--- src/segenc_pkg.sv ---
// Shared types and constants of the signed exp-Golomb encoder.
package segenc_pkg;

    localparam int unsigned ValueW = 31;             // input value width
    localparam int unsigned NumW   = 32;             // mapped number plus 2^k
    localparam int unsigned LenW   = 6;              // bit length of number, 0..32
    localparam int unsigned CodeW  = 64;             // left-aligned code word
    localparam int unsigned CntW   = 7;              // code bits, up to 63
    localparam int unsigned OrderW = 4;              // order k
    localparam int unsigned ByteW  = 8;

    localparam logic ActEncode = 1'b0;
    localparam logic ActFlush  = 1'b1;

    // One job handed from the front to the back through the queue
    typedef struct packed {
        logic             flush;   // flush the pending partial byte
        logic [CodeW-1:0] code;    // code bits, first bit in the MSB
        logic [CntW-1:0]  cnt;     // number of code bits
    } job_t;

endpackage

--- src/segenc_front.sv ---
// Front pipeline: maps the value, finds its bit length and aligns the code.
module segenc_front (
    input  logic                                  aclk,
    input  logic                                  aresetn,
    input  logic [segenc_pkg::OrderW-1:0]         order_k,
    input  logic                                  in_valid,
    output logic                                  in_ready,
    input  logic                                  in_action,
    input  logic signed [segenc_pkg::ValueW-1:0]  in_value,
    output logic                                  job_valid,
    input  logic                                  job_ready,
    output segenc_pkg::job_t                      job
);

    // stage A: mapped number plus 2^k
    logic                          a_valid_reg, a_valid_next;
    logic                          a_flush_reg;
    logic [segenc_pkg::NumW-1:0]   a_num_reg;
    // stage B: bit length
    logic                          b_valid_reg, b_valid_next;
    logic                          b_flush_reg;
    logic [segenc_pkg::NumW-1:0]   b_num_reg;
    logic [segenc_pkg::LenW-1:0]   b_len_reg;
    // stage C: aligned code word
    logic                          c_valid_reg, c_valid_next;
    segenc_pkg::job_t              c_job_reg;

    logic a_ready, b_ready, c_ready;
    logic [segenc_pkg::NumW:0]     v_dbl;
    logic [segenc_pkg::NumW:0]     mapped;
    logic [segenc_pkg::NumW-1:0]   a_num_next;
    logic [segenc_pkg::LenW-1:0]   len_next;
    logic [segenc_pkg::CntW-1:0]   nbits;
    logic [segenc_pkg::CntW-1:0]   shamt;
    segenc_pkg::job_t              c_job_next;

    // ready chain from the queue back to the input
    assign c_ready  = !c_valid_reg || job_ready;
    assign b_ready  = !b_valid_reg || c_ready;
    assign a_ready  = !a_valid_reg || b_ready;
    assign in_ready = a_ready;

    assign a_valid_next = a_ready ? in_valid : a_valid_reg;
    assign b_valid_next = b_ready ? a_valid_reg : b_valid_reg;
    assign c_valid_next = c_ready ? b_valid_reg : c_valid_reg;

    // map: v > 0 -> 2v-1, v <= 0 -> -2v, then add 2^k
    always_comb begin
        v_dbl = {in_value[segenc_pkg::ValueW-1], in_value, 1'b0};
        if (!in_value[segenc_pkg::ValueW-1] && (in_value != '0)) begin
            mapped = v_dbl - 33'd1;
        end else begin
            mapped = 33'd0 - v_dbl;
        end
        a_num_next = mapped[segenc_pkg::NumW-1:0] + (32'd1 << order_k);
    end

    // bit length: position of the highest set bit plus one
    always_comb begin
        len_next = '0;
        for (int i = 0; i < segenc_pkg::NumW; i++) begin
            if (a_num_reg[i]) begin
                len_next = segenc_pkg::LenW'(i + 1);
            end
        end
    end

    // code has 2*len-k-1 bits; number placed so its LSB ends the code
    always_comb begin
        nbits = segenc_pkg::CntW'({b_len_reg, 1'b0}) - segenc_pkg::CntW'(order_k)
                - 7'd1;
        shamt = 7'd64 - nbits;
        c_job_next.flush = b_flush_reg;
        c_job_next.code  = {32'd0, b_num_reg} << shamt;
        c_job_next.cnt   = nbits;
    end

    // control registers
    always_ff @(posedge aclk) begin
        if (!aresetn) begin
            a_valid_reg <= 1'b0;
            b_valid_reg <= 1'b0;
            c_valid_reg <= 1'b0;
        end else begin
            a_valid_reg <= a_valid_next;
            b_valid_reg <= b_valid_next;
            c_valid_reg <= c_valid_next;
        end
    end

    // payload registers
    always_ff @(posedge aclk) begin
        if (a_ready) begin
            a_flush_reg <= (in_action == segenc_pkg::ActFlush);
            a_num_reg   <= a_num_next;
        end
        if (b_ready) begin
            b_flush_reg <= a_flush_reg;
            b_num_reg   <= a_num_reg;
            b_len_reg   <= len_next;
        end
        if (c_ready) begin
            c_job_reg <= c_job_next;
        end
    end

    assign job_valid = c_valid_reg;
    assign job       = c_job_reg;

endmodule

--- src/segenc_fifo.sv ---
// Two-entry job queue between front and back.
module segenc_fifo (
    input  logic              aclk,
    input  logic              aresetn,
    input  logic              push,
    input  segenc_pkg::job_t  push_job,
    output logic              not_full,
    input  logic              pop,
    output logic              not_empty,
    output segenc_pkg::job_t  pop_job
);

    segenc_pkg::job_t mem [2];
    logic       wr_ptr_reg, wr_ptr_next;
    logic       rd_ptr_reg, rd_ptr_next;
    logic [1:0] count_reg, count_next;

    assign not_full  = (count_reg != 2'd2);
    assign not_empty = (count_reg != 2'd0);
    assign pop_job   = mem[rd_ptr_reg];

    // pointer and count update
    always_comb begin
        wr_ptr_next = wr_ptr_reg ^ (push && not_full);
        rd_ptr_next = rd_ptr_reg ^ (pop && not_empty);
        count_next  = count_reg + 2'((push && not_full) ? 1 : 0)
                      - 2'((pop && not_empty) ? 1 : 0);
    end

    always_ff @(posedge aclk) begin
        if (!aresetn) begin
            wr_ptr_reg <= 1'b0;
            rd_ptr_reg <= 1'b0;
            count_reg  <= 2'd0;
        end else begin
            wr_ptr_reg <= wr_ptr_next;
            rd_ptr_reg <= rd_ptr_next;
            count_reg  <= count_next;
        end
    end

    // storage
    always_ff @(posedge aclk) begin
        if (push && not_full) begin
            mem[wr_ptr_reg] <= push_job;
        end
    end

endmodule

--- src/segenc_back.sv ---
// Back end: packs code bits into bytes and drives the output word register.
module segenc_back (
    input  logic                              aclk,
    input  logic                              aresetn,
    input  logic                              q_valid,
    output logic                              q_pop,
    input  segenc_pkg::job_t                  q_job,
    output logic                              m_valid,
    input  logic                              m_ready,
    output logic [segenc_pkg::ByteW-1:0]      m_byte,
    output logic                              m_last
);

    logic                           busy_reg, busy_next;
    segenc_pkg::job_t               job_reg, job_next;
    logic [segenc_pkg::ByteW-1:0]   partial_reg, partial_next;
    logic [2:0]                     fill_reg, fill_next;
    logic                           m_valid_reg, m_valid_next;
    logic [segenc_pkg::ByteW-1:0]   m_byte_reg, m_byte_next;
    logic                           m_last_reg, m_last_next;

    logic                           out_free;
    logic [3:0]                     need;
    logic [segenc_pkg::CntW-1:0]    cnt_left;
    logic [segenc_pkg::ByteW-1:0]   merged;

    assign out_free = !m_valid_reg || m_ready;
    assign need     = 4'd8 - {1'b0, fill_reg};
    assign cnt_left = job_reg.cnt - segenc_pkg::CntW'(need);
    assign merged   = partial_reg | (job_reg.code[63:56] >> fill_reg);

    // load a job, then take up to one byte per cycle from it while the output register is free
    always_comb begin
        busy_next    = busy_reg;
        job_next     = job_reg;
        partial_next = partial_reg;
        fill_next    = fill_reg;
        m_valid_next = m_valid_reg && !m_ready;
        m_byte_next  = m_byte_reg;
        m_last_next  = m_last_reg;
        q_pop        = 1'b0;
        if (!busy_reg) begin
            if (q_valid) begin
                q_pop     = 1'b1;
                job_next  = q_job;
                busy_next = 1'b1;
            end
        end else if (out_free) begin
            if (job_reg.flush) begin
                if (fill_reg != 3'd0) begin
                    m_valid_next = 1'b1;
                    m_byte_next  = partial_reg;
                    m_last_next  = 1'b1;
                end
                partial_next = '0;
                fill_next    = 3'd0;
                busy_next    = 1'b0;
            end else if (job_reg.cnt >= segenc_pkg::CntW'(need)) begin
                // a full byte completes
                m_valid_next  = 1'b1;
                m_byte_next   = merged;
                m_last_next   = (cnt_left < 7'd8);
                partial_next  = '0;
                fill_next     = 3'd0;
                job_next.code = job_reg.code << need;
                job_next.cnt  = cnt_left;
                busy_next     = (cnt_left != '0);
            end else begin
                // tail bits stay pending in the partial byte
                partial_next = merged;
                fill_next    = fill_reg + 3'(job_reg.cnt);
                busy_next    = 1'b0;
            end
        end
    end

    always_ff @(posedge aclk) begin
        if (!aresetn) begin
            busy_reg    <= 1'b0;
            partial_reg <= '0;
            fill_reg    <= 3'd0;
            m_valid_reg <= 1'b0;
        end else begin
            busy_reg    <= busy_next;
            partial_reg <= partial_next;
            fill_reg    <= fill_next;
            m_valid_reg <= m_valid_next;
        end
    end

    always_ff @(posedge aclk) begin
        job_reg    <= job_next;
        m_byte_reg <= m_byte_next;
        m_last_reg <= m_last_next;
    end

    assign m_valid = m_valid_reg;
    assign m_byte  = m_byte_reg;
    assign m_last  = m_last_reg;

endmodule

--- src/signed_exp_golomb_encoder.sv ---
// Top level of the signed order-k exp-Golomb encoder.
// Input words on s_axis: tdata holds a signed 31-bit value, tuser the action
// (0 encode, 1 flush the pending partial byte). Output words on m_axis carry
// one finished byte each, first code bit in bit 7; tlast marks the last byte
// an input word causes. Encode words that complete no byte, and flushes with
// nothing pending, give no output word.
// A three-stage front (map and add 2^k, bit-length search, code alignment)
// feeds a two-entry job queue; the back end loads a job and then packs one
// byte per cycle while the output word register is free, leaving tail bits
// pending in the partial byte, and loads the next job only when done with
// the current one. The back end sets the throughput.
// order_k is written through cfg_we/cfg_wdata; the user must write it only
// while the block is idle, which the block itself does not enforce.
// Synchronous active-low reset clears the pipeline, queue, output register,
// the partial byte and order_k. When m_axis_tready is low the output word
// holds, the back end stops, and the queue and front fill up before
// s_axis_tready drops.
module signed_exp_golomb_encoder (
    input  logic                                 aclk,
    input  logic                                 aresetn,
    input  logic                                 cfg_we,
    input  logic [segenc_pkg::OrderW-1:0]        cfg_wdata,     // order_k
    input  logic                                 s_axis_tvalid,
    output logic                                 s_axis_tready,
    input  logic [31:0]                          s_axis_tdata,  // [30:0] value
    input  logic                                 s_axis_tuser,  // action
    output logic                                 m_axis_tvalid,
    input  logic                                 m_axis_tready,
    output logic [7:0]                           m_axis_tdata,  // [7:0] out_byte
    output logic                                 m_axis_tlast   // last
);

    logic [segenc_pkg::OrderW-1:0] order_k_reg;
    logic                          job_valid, q_not_full, q_not_empty, q_pop;
    segenc_pkg::job_t              front_job, q_job;

    // configuration register
    always_ff @(posedge aclk) begin
        if (!aresetn) begin
            order_k_reg <= '0;
        end else if (cfg_we) begin
            order_k_reg <= cfg_wdata;
        end
    end

    segenc_front u_front (
        .aclk      (aclk),
        .aresetn   (aresetn),
        .order_k   (order_k_reg),
        .in_valid  (s_axis_tvalid),
        .in_ready  (s_axis_tready),
        .in_action (s_axis_tuser),
        .in_value  (s_axis_tdata[segenc_pkg::ValueW-1:0]),
        .job_valid (job_valid),
        .job_ready (q_not_full),
        .job       (front_job)
    );

    segenc_fifo u_fifo (
        .aclk      (aclk),
        .aresetn   (aresetn),
        .push      (job_valid),
        .push_job  (front_job),
        .not_full  (q_not_full),
        .pop       (q_pop),
        .not_empty (q_not_empty),
        .pop_job   (q_job)
    );

    segenc_back u_back (
        .aclk    (aclk),
        .aresetn (aresetn),
        .q_valid (q_not_empty),
        .q_pop   (q_pop),
        .q_job   (q_job),
        .m_valid (m_axis_tvalid),
        .m_ready (m_axis_tready),
        .m_byte  (m_axis_tdata),
        .m_last  (m_axis_tlast)
    );

endmodule
--- config.mk ---
export PLATFORM = sky130hd
export DESIGN_NAME = signed_exp_golomb_encoder
export DESIGN_NICKNAME = d
export VERILOG_FILES = /design/src/segenc_pkg.sv /design/src/segenc_front.sv /design/src/segenc_fifo.sv /design/src/segenc_back.sv /design/src/signed_exp_golomb_encoder.sv
export SDC_FILE = /design/constraint.sdc
export NUM_CORES = 1
export LEC_CHECK = 0
export BUFFER_PORTS_ARGS = -buffer_cell sky130_fd_sc_hd__buf_2
export CAP_MARGIN = 25
export CORE_MARGIN = 5
export CORE_UTILIZATION = 30
export DETAILED_ROUTE_END_ITERATION = 6
export SLEW_MARGIN = 40
export SYNTH_ARGS = -nofsm -noshare
export SYNTH_HDL_FRONTEND = slang
export SYNTH_SLANG_ARGS = --single-unit
export TNS_END_PERCENT = 1
--- constraint.sdc ---
create_clock -name aclk -period 12.5 [get_ports aclk]
set_input_delay 1.25 -clock aclk [delete_from_list [all_inputs] [get_ports aclk]]
set_output_delay 1.25 -clock aclk [all_outputs]
set_load 0.01 [all_outputs]
* After elaboration in Yosys (flattened, before gate mapping)
Memory sizes are Yosys's and may differ from the RTL's. A register that Yosys moved wholly into a read port is not among the register bits.
Cells that the tools add are included.
** Word-level totals
- Flip-flop bits (word level) :: 249
- Memory bits (writable) :: 144
- Input bits :: 42
- Output and inout bits :: 11
- Word-level logic and storage cells :: 138
- Memories kept :: 1
** Operators by class
- Add/sub/neg operators :: 11
- Order comparisons :: 2
- Equality and inequality tests :: 5
- Shifts and indexed selects :: 4
- Multiplexer cells :: 63
- Bitwise operators :: 4
- Reduce and logical (&&, ||, !) cells :: 24
** Memory list
- u_fifo.mem :: depth 2, bits a word 72, read ports 1, clocked after Yosys merged registers in 1, write ports 1, line segenc_fifo.sv:13 : segenc_pkg::job_t mem [2];
** Operators with widths (count)
- $mux W71 :: 5
- $mux W5 :: 16
- $shl A32 B7 Y64 :: 1
- $shl A64 B4 Y64 :: 1
- $mux W8 :: 5
- $add A32 B32 Y32 :: 1
- $mux W32 :: 1
- $mux W4 :: 8
- $shl A1 B4 Y32 const A :: 1
- $sub A1 B32 Y32 const A :: 1
- $sub A32 B2 Y32 const B :: 1
- $reduce_bool A31 Y1 :: 1
- $mux W1 :: 20
- $mux W3 :: 6
- $sub A7 B4 Y7 :: 2
- $ne A2 B2 Y1 const B :: 5
- $or A8 B8 Y8 :: 1
- $reduce_and A4 Y1 :: 2
- $shr A8 B3 Y8 :: 1
- $ge A7 B4 Y1 :: 1
- $lt A7 B4 Y1 const B :: 1
- $reduce_bool A7 Y1 :: 1
- $sub A7 B1 Y7 const B :: 1
- $sub A7 B7 Y7 const A :: 1
- other kinds (13) :: 29

* Depth between registers and ports, before layout
Gate-level depths: netlist (run 1).
- Depth in word-level cells :: 31
- Mapped depth :: 17
- Mapped depth without buffers :: 15

* Cells and area by module
Synthesis (run 1) repeated with hierarchy kept, for this count alone.
** Unflattened totals
- Cells, all modules :: 1918
- Area total of the unflattened synthesis :: 22689.3 um^2
** Modules (own cells, without submodules)
- segenc_front :: times used 1, cells each 970, area an instance 9613.0 um^2, seq. area each 4384.2 um^2
- segenc_back :: times used 1, cells each 687, area an instance 7111.8 um^2, seq. area each 2692.6 um^2
- segenc_fifo :: times used 1, cells each 248, area an instance 5808.1 um^2, seq. area each 4424.2 um^2
- signed_exp_golomb_encoder :: times used 1, cells each 13, area an instance 156.4 um^2, seq. area each 80.1 um^2

* Worst setup path after synthesis (run 1)
Ideal clock, no wire load.
- Kind :: flip-flop to flip-flop
- Start :: reg u_back.fill_reg[0]
- End :: reg u_back.job_reg[0] in the netlist's numbering, enable pin
- Setup time :: 0.722 ns
- Data arrival time :: 5.225 ns
- Data required time :: 11.778 ns
- Path slack :: 6.553 ns
- Cell stages (with the launch flop) :: 16
- Buffers on the path :: 5
- Period minus slack after synthesis :: 5.947 ns
- Cells stage by stage :: dfxtp_1 clkbuf_1 clkbuf_1 clkinv_1 clkbuf_1 ha_1 clkbuf_1 clkbuf_1 inv_1 ha_1 a21oi_1 o21bai_1 a2111oi_0 nor2_1 nand2_1 nand2_1
** On the way
- Cells in the longest elaborated chain, start to end :: 4
** Ends and longest elaborated chain
- start, declared :: line segenc_back.sv:17 : logic [2:0] fill_reg, fill_next;
- start signal, assigned :: line segenc_back.sv:86 : fill_reg <= fill_next;
- $sub A4 B3 Y4 :: line segenc_back.sv:28 : assign need = 4'd8 - {1'b0, fill_reg};
- $ge A7 B4 Y1 :: line segenc_back.sv:58 : end else if (job_reg.cnt >= segenc_pkg::CntW'(need)) begin
- $ne A2 B2 Y1 (no line)
- $reduce_and A4 Y1 (no line)
- end signal, assigned :: line segenc_back.sv:92 : job_reg <= job_next;
- end, declared :: line segenc_back.sv:15 : segenc_pkg::job_t job_reg, job_next;
No other way between the ends.
A chain may end at the register's enable or synchronous reset.

* Worst setup path after layout (run 1)
- Start :: reg u_back.fill_reg[0]
- End :: reg u_back.job_reg[41] in the netlist's numbering, enable pin
The elaborated chain is that of the path after synthesis.

==> impl_metrics.json, run 1 <==
{
  "drive_above_1_share_pct": 13.84,
  "critPathArrivalTime_ps": 6160,
  "holdCritPathClass": "reg -> reg",
  "swShare_pct": 38.68,
  "worst_slack_ps": 6552,
  "place.gp.congestion": 0.8936,
  "ys_seq_area_share_pct": 52.64,
  "worstMarginPinSlew_ps": 771.2,
  "hold_buffers": 0,
  "p_per_area_nw_per_um2": 237.3,
  "grt_use_total_pct": 12.55,
  "setup_viol": 0,
  "layout.cells.non_filler": 2895,
  "antenna_left": 0,
  "slew_headroom_pct": 48.04,
  "gr-total-overflow": 0,
  "cts_root_buf": "clkbuf_16",
  "clockPowerShare_pct": 21.3,
  "cp.buffers_inverters": 5,
  "nNetsFinal": 1982,
  "crit_family": "buffers and inverters",
  "finalWirelength_um": 51060,
  "core-area_um2": 72830,
  "antenna_cells": 0,
  "ir_drop_mv": 0.1416,
  "synth_edf_count": 369,
  "clock_sinks": 394,
  "slowest_stage": "dfxtp_4",
  "initial_core_util_pct": 30.21,
  "avgSynthCellArea_um2": 11.54,
  "drv_cap": 0,
  "async_flop_share_pct": 0,
  "skew_ps": 21.73,
  "clockBufferDepth": 3,
  "cts_resized": 0,
  "port_buffers": 51,
  "dp_hpwl_um": 36970,
  "std_cell_rows": 99,
  "p_switching_mw": 2.264,
  "dpl.cell_count": 2819,
  "status": "finished, final reports clean",
  "synth.distinct_cells": 76,
  "pwr-share-comb_pct": 41.2,
  "crit_type": "reg -> reg",
  "yosysTopAreaCell": "edfxtp_1",
  "synth_nets": 1984,
  "drv_slew": 0,
  "synthFlopType": "edfxtp_1",
  "fin_tns_setup_ps": 0,
  "grt_setup_unrepaired": "no",
  "synthesis.instances": 1906,
  "final.min_clock_period_ps": 5948,
  "fin_hold_ws_ps": 422.9,
  "drt_iter0_drc": 1057,
  "post_cts_buffers": 0,
  "grt_max_degree": 108,
  "largest_reg_flops": 144,
  "path_max_fanout": 66,
  "yosysWarnings": 0,
  "cts_tree": "yes",
  "place_ws_ps": 5956,
  "internal_power_mw": 3.589,
  "via_per_inst": 5.089,
  "numCtsBuffers": 42,
  "syn_to_final_growth_pct": 12.12,
  "path_clk_slew_ps": 60,
  "wire_per_inst_um": 17.64,
  "drc": 0,
  "num_vias": 14730,
  "drt_first_pass_iters": 6,
  "ys_seq_elements": 394,
  "period_share_pct": 47.59,
  "htreeDepth": 2,
  "p_leak_nw": 8.445,
  "dieArea_um2": 78860,
  "die_w_um": 280.8,
  "p_seq_share_pct": 37.5,
  "yosys-top-cells-area": "edfxtp_1, mux2i_1, mux4_2",
  "clock_latency_ps": 570,
  "crit_chain": "clkinv_1 > ha_2 > ha_2 > buf_6 > inv_1 > ha_1 > inv_1 > o21bai_1 > a2111oi_0 > nor2_1 > nand2_1 > nand2_4 > buf_4",
  "yosysMostFrequentCell": "edfxtp_1",
  "grt_pass1_vias": 14490,
  "fmax_mhz": 168.1,
  "synthTopCellsByCount": "edfxtp_1, nand2_1, mux2i_1, nor2_1, o21ai_0",
  "io_pins": 53,
  "crit_path_end_kind": "flip-flop",
  "grt_pass1_wl_um": 80550,
  "finalHoldViolCount": 0,
  "syn_area_um2": 22000,
  "die_h_um": 280.8,
  "antenna_found_initial": 1,
  "cpPeakStageDelay_ps": 780,
  "startpoint_type": "flip-flop",
  "synth_top_area_share_pct": 50.36,
  "cp.required_ps": 12720
}
==> power groups by stage <==
stage          registers, mW  logic (mW)  clock network [mW]
2_1_floorplan           2.08        1.84                   0
3_5_place_dp            2.22        2.40                   0
4_1_cts                 2.19        2.41                1.28
6_report                2.19        2.41                1.25
5_1_grt                 2.24        2.64                1.34
3_3_place_gp            2.20        2.38                   0
==> logic make-up after synthesis <==
group,synth area share (%)
multiplexers,15.72
AO/OA/AOI/OAI,10.26
XOR/XNOR,3.912
buffers and inverters,2.946
AND/OR/NAND/NOR,12.34
flip-flops,52.64
adder cells (fa/ha/maj),2.184
==> layout make-up <==
cell class,instances,area [um^2]
fill,7251,48170
clock buffer,53,1145
multi-input combinational,1345,9849
clock inverter,23,244.0
inverter,46,172.7
tap,959,1200
sequential,394,11600
timing repair buffer,75,461.7
==> per-stage QoR <==
step | power [mW] | cell area, um^2 | utilization [%]
finish | 5.854 | 24670 | 33.87
global route | 6.209 | 24670 | 33.87
CTS | 5.886 | 24650 | 33.84
detailed placement | 4.618 | 23260 | 31.94
global placement | 4.577 | 23240 | 31.90
floorplan | 3.924 | 22000 | -
==> layer usage <==
layer | global-route usage [%] | vias up | wire length (um)
met2 | 20.78 | 401 | 24420
met4 | 3.566 | 0 | 1232
met5 | 0 | - | 0
met3 | 1.545 | 68 | 2309
li1 | - | 7160 | -
met1 | 17.44 | 7104 | 23090
==> cells in the final DEF, fill, tap and decap left out, types with 44 or more instances in the layout <==
master	netlist	final
buf_2	1	51
nand2_1	210	209
nand3_1	66	65
a21oi_1	89	89
xnor2_1	66	63
edfxtp_1	369	369
mux4_2	72	72
nor2_1	162	162
mux2i_1	170	170
clkbuf_16	0	44
o21ai_0	116	116
==> path summary, 6_finish.rpt <==
kind | start | endpoint | slack [ps] | depth (start not counted)
worst min-delay path | u_front.b_flush_reg$_DFFE_PP_ | u_front.job[71]$_DFFE_PP_ | 420 | 0
worst min register to register | u_front.b_flush_reg$_DFFE_PP_ | u_front.job[71]$_DFFE_PP_ | 420 | 0
worst max register to register | u_back.fill_reg[0]$_SDFFE_PN0P_ | u_back.job_reg[41]$_DFFE_PP_ | 6550 | 13
worst max-delay path | u_back.fill_reg[0]$_SDFFE_PN0P_ | u_back.job_reg[41]$_DFFE_PP_ | 6550 | 13
Note: power is estimated with default switching activity, not from simulation.
==> run 2, diff against run 1 <==
- clock period: 12.5 -> 4.9 ns (I/O delays scaled with it)
==> run 2 against run 1 <==
Against the previous run:
- flip-flop and latch count unchanged
- non-clock buffer count increased by 30
- wire length up 3.9%
- critical endpoint is now u_front.a_num_reg[24]$_DFFE_PP_
- combinational power increased to 2.6 times the previous value
- total power grew to 2.6 times the previous value
- sequential power rose to 2.5 times the previous value
- worst setup slack worse by 5900 ps
- die area is the same
- global-route usage up 0.66 points
==> impl_metrics.json, run 2 (synthesis results as in run 1) <==
{
  "clock_latency_ps": 580,
  "slew_headroom_pct": 47.58,
  "io_pins": 53,
  "crit_path_end_kind": "flip-flop",
  "post_cts_buffers": 0,
  "gr-total-overflow": 0,
  "place.gp.congestion": 0.9062,
  "die_w_um": 280.8,
  "dieArea_um2": 78860,
  "num_vias": 14960,
  "drive_above_1_share_pct": 15.06,
  "via_per_inst": 5.114,
  "largest_reg_flops": 144,
  "hold_buffers": 0,
  "dp_hpwl_um": 39190,
  "crit_type": "in -> reg",
  "critPathArrivalTime_ps": 4550,
  "holdCritPathClass": "in -> reg",
  "cp.required_ps": 5190,
  "nNetsFinal": 2011,
  "ir_drop_mv": 0.3982,
  "path_clk_slew_ps": 60,
  "slowest_stage": "or4_1",
  "crit_chain": "buf_2 > or4_1 > nor3_1 > a41o_1 > inv_2 > ha_1 > fa_1 > a211o_1 > a2111oi_0 > buf_4 > o31a_1 > o21ai_0 > nand2_1 > a211oi_1 > mux2i_1 > xnor2_1",
  "final_common_cell": "edfxtp_1",
  "worst_slack_ps": 644.0,
  "place_ws_ps": 50.55,
  "clockBufferDepth": 3,
  "drt_first_pass_iters": 6,
  "p_leak_nw": 8.574,
  "crit_family": "compound AO/OA/AOI/OAI gates",
  "drv_cap": 0,
  "syn_to_final_growth_pct": 12.94,
  "grt_pass1_wl_um": 84350,
  "fmax_mhz": 235.0,
  "layout_common_cells": "edfxtp_1, nand2_1, mux2i_1, nor2_1, o21ai_0",
  "antenna_left": 0,
  "antenna_cells": 0,
  "cts_root_buf": "clkbuf_16",
  "clock_sinks": 394,
  "fin_tns_setup_ps": 0,
  "fin_hold_ws_ps": 111.2,
  "initial_core_util_pct": 30.21,
  "crit_cells": 16,
  "finalHoldViolCount": 0,
  "period_share_pct": 86.86,
  "worstHoldPathCells": 1,
  "numCtsBuffers": 41,
  "dpl.cell_count": 2849,
  "path_max_fanout": 10,
  "status": "finished, final reports clean",
  "grt_setup_unrepaired": "no",
  "drc": 0,
  "finalWirelength_um": 53070,
  "p_per_area_nw_per_um2": 605.7,
  "startpoint_type": "input port",
  "htreeDepth": 2,
  "wire_per_inst_um": 18.14,
  "antenna_found_initial": 0,
  "fin_util_pct": 34.12,
  "cp.buffers_inverters": 3,
  "layout.cells.non_filler": 2925,
  "cts_tree": "yes",
  "cpPeakStageDelay_ps": 600,
  "rr_worst_depth": 11,
  "final.min_clock_period_ps": 4256,
  "drt_iter0_drc": 1350,
  "die_h_um": 280.8,
  "port_buffers": 51,
  "cts_resized": 0,
  "core-area_um2": 72830,
  "drv_slew": 0,
  "worstMarginPinSlew_ps": 786.3,
  "grt_max_degree": 121,
  "std_cell_rows": 99,
  "setup_viol": 0,
  "grt_use_total_pct": 13.21,
  "grt_pass1_vias": 14930,
  "skew_ps": 23.25
}
run 2: cell types whose count changed in the layout (fill, tap and decap cells not counted), sizes merged:
cell    previous run  this run
clkbuf            53        46
buf               75       105
inv               46        44
clkinv            16        25
run 2: area by class of cell:
| cell class | count | area (um^2) |
|---|---|---|
| Clock inverter | 30 | 285.3 |
| Clock buffer | 46 | 1066 |
| Timing Repair Buffer | 105 | 680.7 |
| Tap cell | 959 | 1200 |
| Inverter | 46 | 173.9 |
| Fill cell | 7175 | 47990 |
| Sequential cell | 394 | 11590 |
| Multi-Input combinational cell | 1345 | 9849 |
run 2: through the flow:
| step | total power [mW] | instance area, um^2 |
|---|---|---|
| floorplan | 9.993 | 22010 |
| finish | 15.05 | 24850 |
| detailed placement | 11.95 | 23490 |
| CTS | 15.13 | 24840 |
| global placement | 11.81 | 23460 |
| global route | 15.99 | 24850 |
run 2: worst paths after layout:
path,startpoint,endpoint,slack [ps]
worst max-delay path,s_axis_tdata[14],u_front.a_num_reg[24]$_DFFE_PP_,640
worst min-delay path,s_axis_tuser,u_front.a_flush_reg$_DFFE_PP_,110
worst max register to register,order_k_reg[1]$_SDFFE_PN0P_,u_front.job[68]$_SDFFCE_PP0P_,860
worst min register to register,u_front.a_flush_reg$_DFFE_PP_,u_front.b_flush_reg$_DFFE_PP_,420
run 2: metal layers:
metal,global-route usage [%],vias to the layer above,wire length [um]
met3,1.537,105,2316
met5,0,-,0
met4,4.457,0,1795
met2,21.53,414,24790
met1,18.42,7222,24170
li1,-,7218,-
run 2: power breakdown:
part | switching [mW] | internal, mW
Clock | 1.34 | 1.80
Combinational | 3.90 | 2.45
Sequential | 0.658 | 4.91
Total | 5.90 | 9.16
==> run 3, diff against run 2 <==
- REMOVE_ABC_BUFFERS: unset -> 1
==> run 3 against run 2 <==
Against the previous run:
- first-iteration DRC count shrank 8.4%
- sequential share of layout area is essentially flat
- flip-flop and latch count is the same
- critical path depth is the same
- utilization is essentially flat
- worst setup slack lost 180 ps
- die area is the same
- clock-buffer cell count grew 3
- hold slack gained 14 ps
- non-clock buffer count shrank 9
- clock power grew 4%
- sequential power is essentially flat
- largest power group unchanged
==> impl_metrics.json, run 3 (synthesis results as in run 1) <==
{
  "io_pins": 53,
  "period_share_pct": 90.62,
  "fin_hold_ws_ps": 125.3,
  "antenna_cells": 0,
  "core-area_um2": 72830,
  "final.min_clock_period_ps": 4441,
  "finalHoldViolCount": 0,
  "grt_setup_unrepaired": "no",
  "ir_drop_mv": 0.5239,
  "num_vias": 15050,
  "initial_core_util_pct": 30.21,
  "dpl.cell_count": 2839,
  "status": "finished, final reports clean",
  "grt_use_total_pct": 13.01,
  "swShare_pct": 38.62,
  "largest_reg_flops": 144,
  "p_per_area_nw_per_um2": 608.0,
  "antenna_found_initial": 2,
  "grt_pass1_vias": 14840,
  "final_common_cell": "edfxtp_1",
  "drv_slew": 0,
  "die_h_um": 280.8,
  "dp_hpwl_um": 38440,
  "finalWirelength_um": 52780,
  "internal_power_mw": 9.271,
  "port_buffers": 51,
  "finalPower_mw": 15.10,
  "setup_viol": 0,
  "wire_per_inst_um": 18.10,
  "cts_root_buf": "clkbuf_16",
  "layout.cells.non_filler": 2916,
  "htreeDepth": 2,
  "cts_resized": 0,
  "cp.required_ps": 5180,
  "nNetsFinal": 2003,
  "startpoint_type": "input port",
  "crit_path_end_kind": "flip-flop",
  "worstMarginPinSlew_ps": 753.4,
  "fmax_mhz": 225.2,
  "clock_latency_ps": 570,
  "clockBufferDepth": 3,
  "syn_to_final_growth_pct": 12.91,
  "clock_sinks": 394,
  "p_seq_share_pct": 36.9,
  "crit_type": "in -> reg",
  "holdCritPathClass": "in -> reg",
  "p_switching_mw": 5.834,
  "hold_buffers": 0,
  "drt_iter0_drc": 1236,
  "path_clk_slew_ps": 50,
  "cts_tree": "yes",
  "path_max_fanout": 10,
  "drc": 0,
  "grt_pass1_wl_um": 83320,
  "skew_ps": 28.40,
  "die_w_um": 280.8,
  "grt_max_degree": 125,
  "fin_util_pct": 34.11,
  "slew_headroom_pct": 49.77,
  "numCtsBuffers": 42,
  "antenna_left": 0,
  "gr-total-overflow": 0,
  "clockPowerShare_pct": 21.4,
  "post_cts_buffers": 0,
  "drv_cap": 0,
  "critPathArrivalTime_ps": 4720,
  "final_area_um2": 24840,
  "via_per_inst": 5.162,
  "drive_above_1_share_pct": 14.72,
  "dpl-instance-area_um2": 23390,
  "p_leak_nw": 8.565,
  "std_cell_rows": 99,
  "pwr-share-comb_pct": 41.7,
  "dieArea_um2": 78860,
  "place.gp.congestion": 0.9031,
  "layout_common_cells": "edfxtp_1, nand2_1, mux2i_1, nor2_1, o21ai_0",
  "drt_first_pass_iters": 5
}
[run 3: changes by cell type in the layout (fill, tap and decap cells not counted), sizes merged]
cell,before,now
bufinv,4,6
clkinvlp,3,2
inv,44,45
clkbuf,46,49
buf,105,96
clkinv,25,20
[run 3: per-stage QoR]
step                worst slack [ps]  TNS (ps)
global placement               151.8         0
detailed placement             57.01         0
floorplan                      -5715   -718280
finish                         459.4         0
global route                   233.1         0
CTS                            625.6         0
[run 3: worst paths after layout]
check / startpoint / endpoint / slack [ps] / depth (start not counted)
hold reg to reg: u_front.job[51]$_SDFFCE_PP0P_ / u_fifo.mem[1][51]$_DFFE_PP_ / 430 / 0
setup / recovery: s_axis_tdata[21] / u_front.a_num_reg[24]$_DFFE_PP_ / 460 / 16
hold / removal: s_axis_tuser / u_front.a_flush_reg$_DFFE_PP_ / 130 / 1
setup reg to reg: order_k_reg[1]$_SDFFE_PN0P_ / u_front.job[67]$_SDFFCE_PP0P_ / 870 / 13
[run 3: area by class of cell]
type	instances	area, um^2
clock buffers	49	1099
clock inverters	27	314.1
inverters	46	172.7
multi-input cells	1345	9836
well taps	959	1200
repair buffers	96	628.1
flip-flops and latches	394	11590
fillers	7216	47990
[run 3: critical path: stages]
cell	delay, ps
buf_2	150
or4_1	600
nor3_2	280
a41o_1	300
inv_2	80
ha_1	230
fa_1	430
a211o_1	320
a2111oi_0	560
buf_4	220
o31a_1	150
o21ai_0	140
nand2_1	310
a211oi_1	110
mux2i_1	150
xnor2_1	180
[run 3: power groups by stage]
stage          logic (mW)  clock network [mW]  registers, mW
2_1_floorplan        4.49                   0           5.59
3_5_place_dp         6.21                   0           5.64
5_1_grt              6.88                3.47           5.68
6_report             6.30                3.24           5.57
3_3_place_gp         6.17                   0           5.59
4_1_cts              6.25                3.32           5.57
[run 3: per-layer routing]
| metal | up-vias | wire (um) | global-route usage, % |
|---|---|---|---|
| li1 | 7203 | - | - |
| met3 | 94 | 2175 | 1.969 |
| met5 | - | 0 | 0 |
| met1 | 7347 | 24250 | 17.89 |
| met2 | 409 | 24700 | 21.31 |
| met4 | 0 | 1644 | 4.043 |
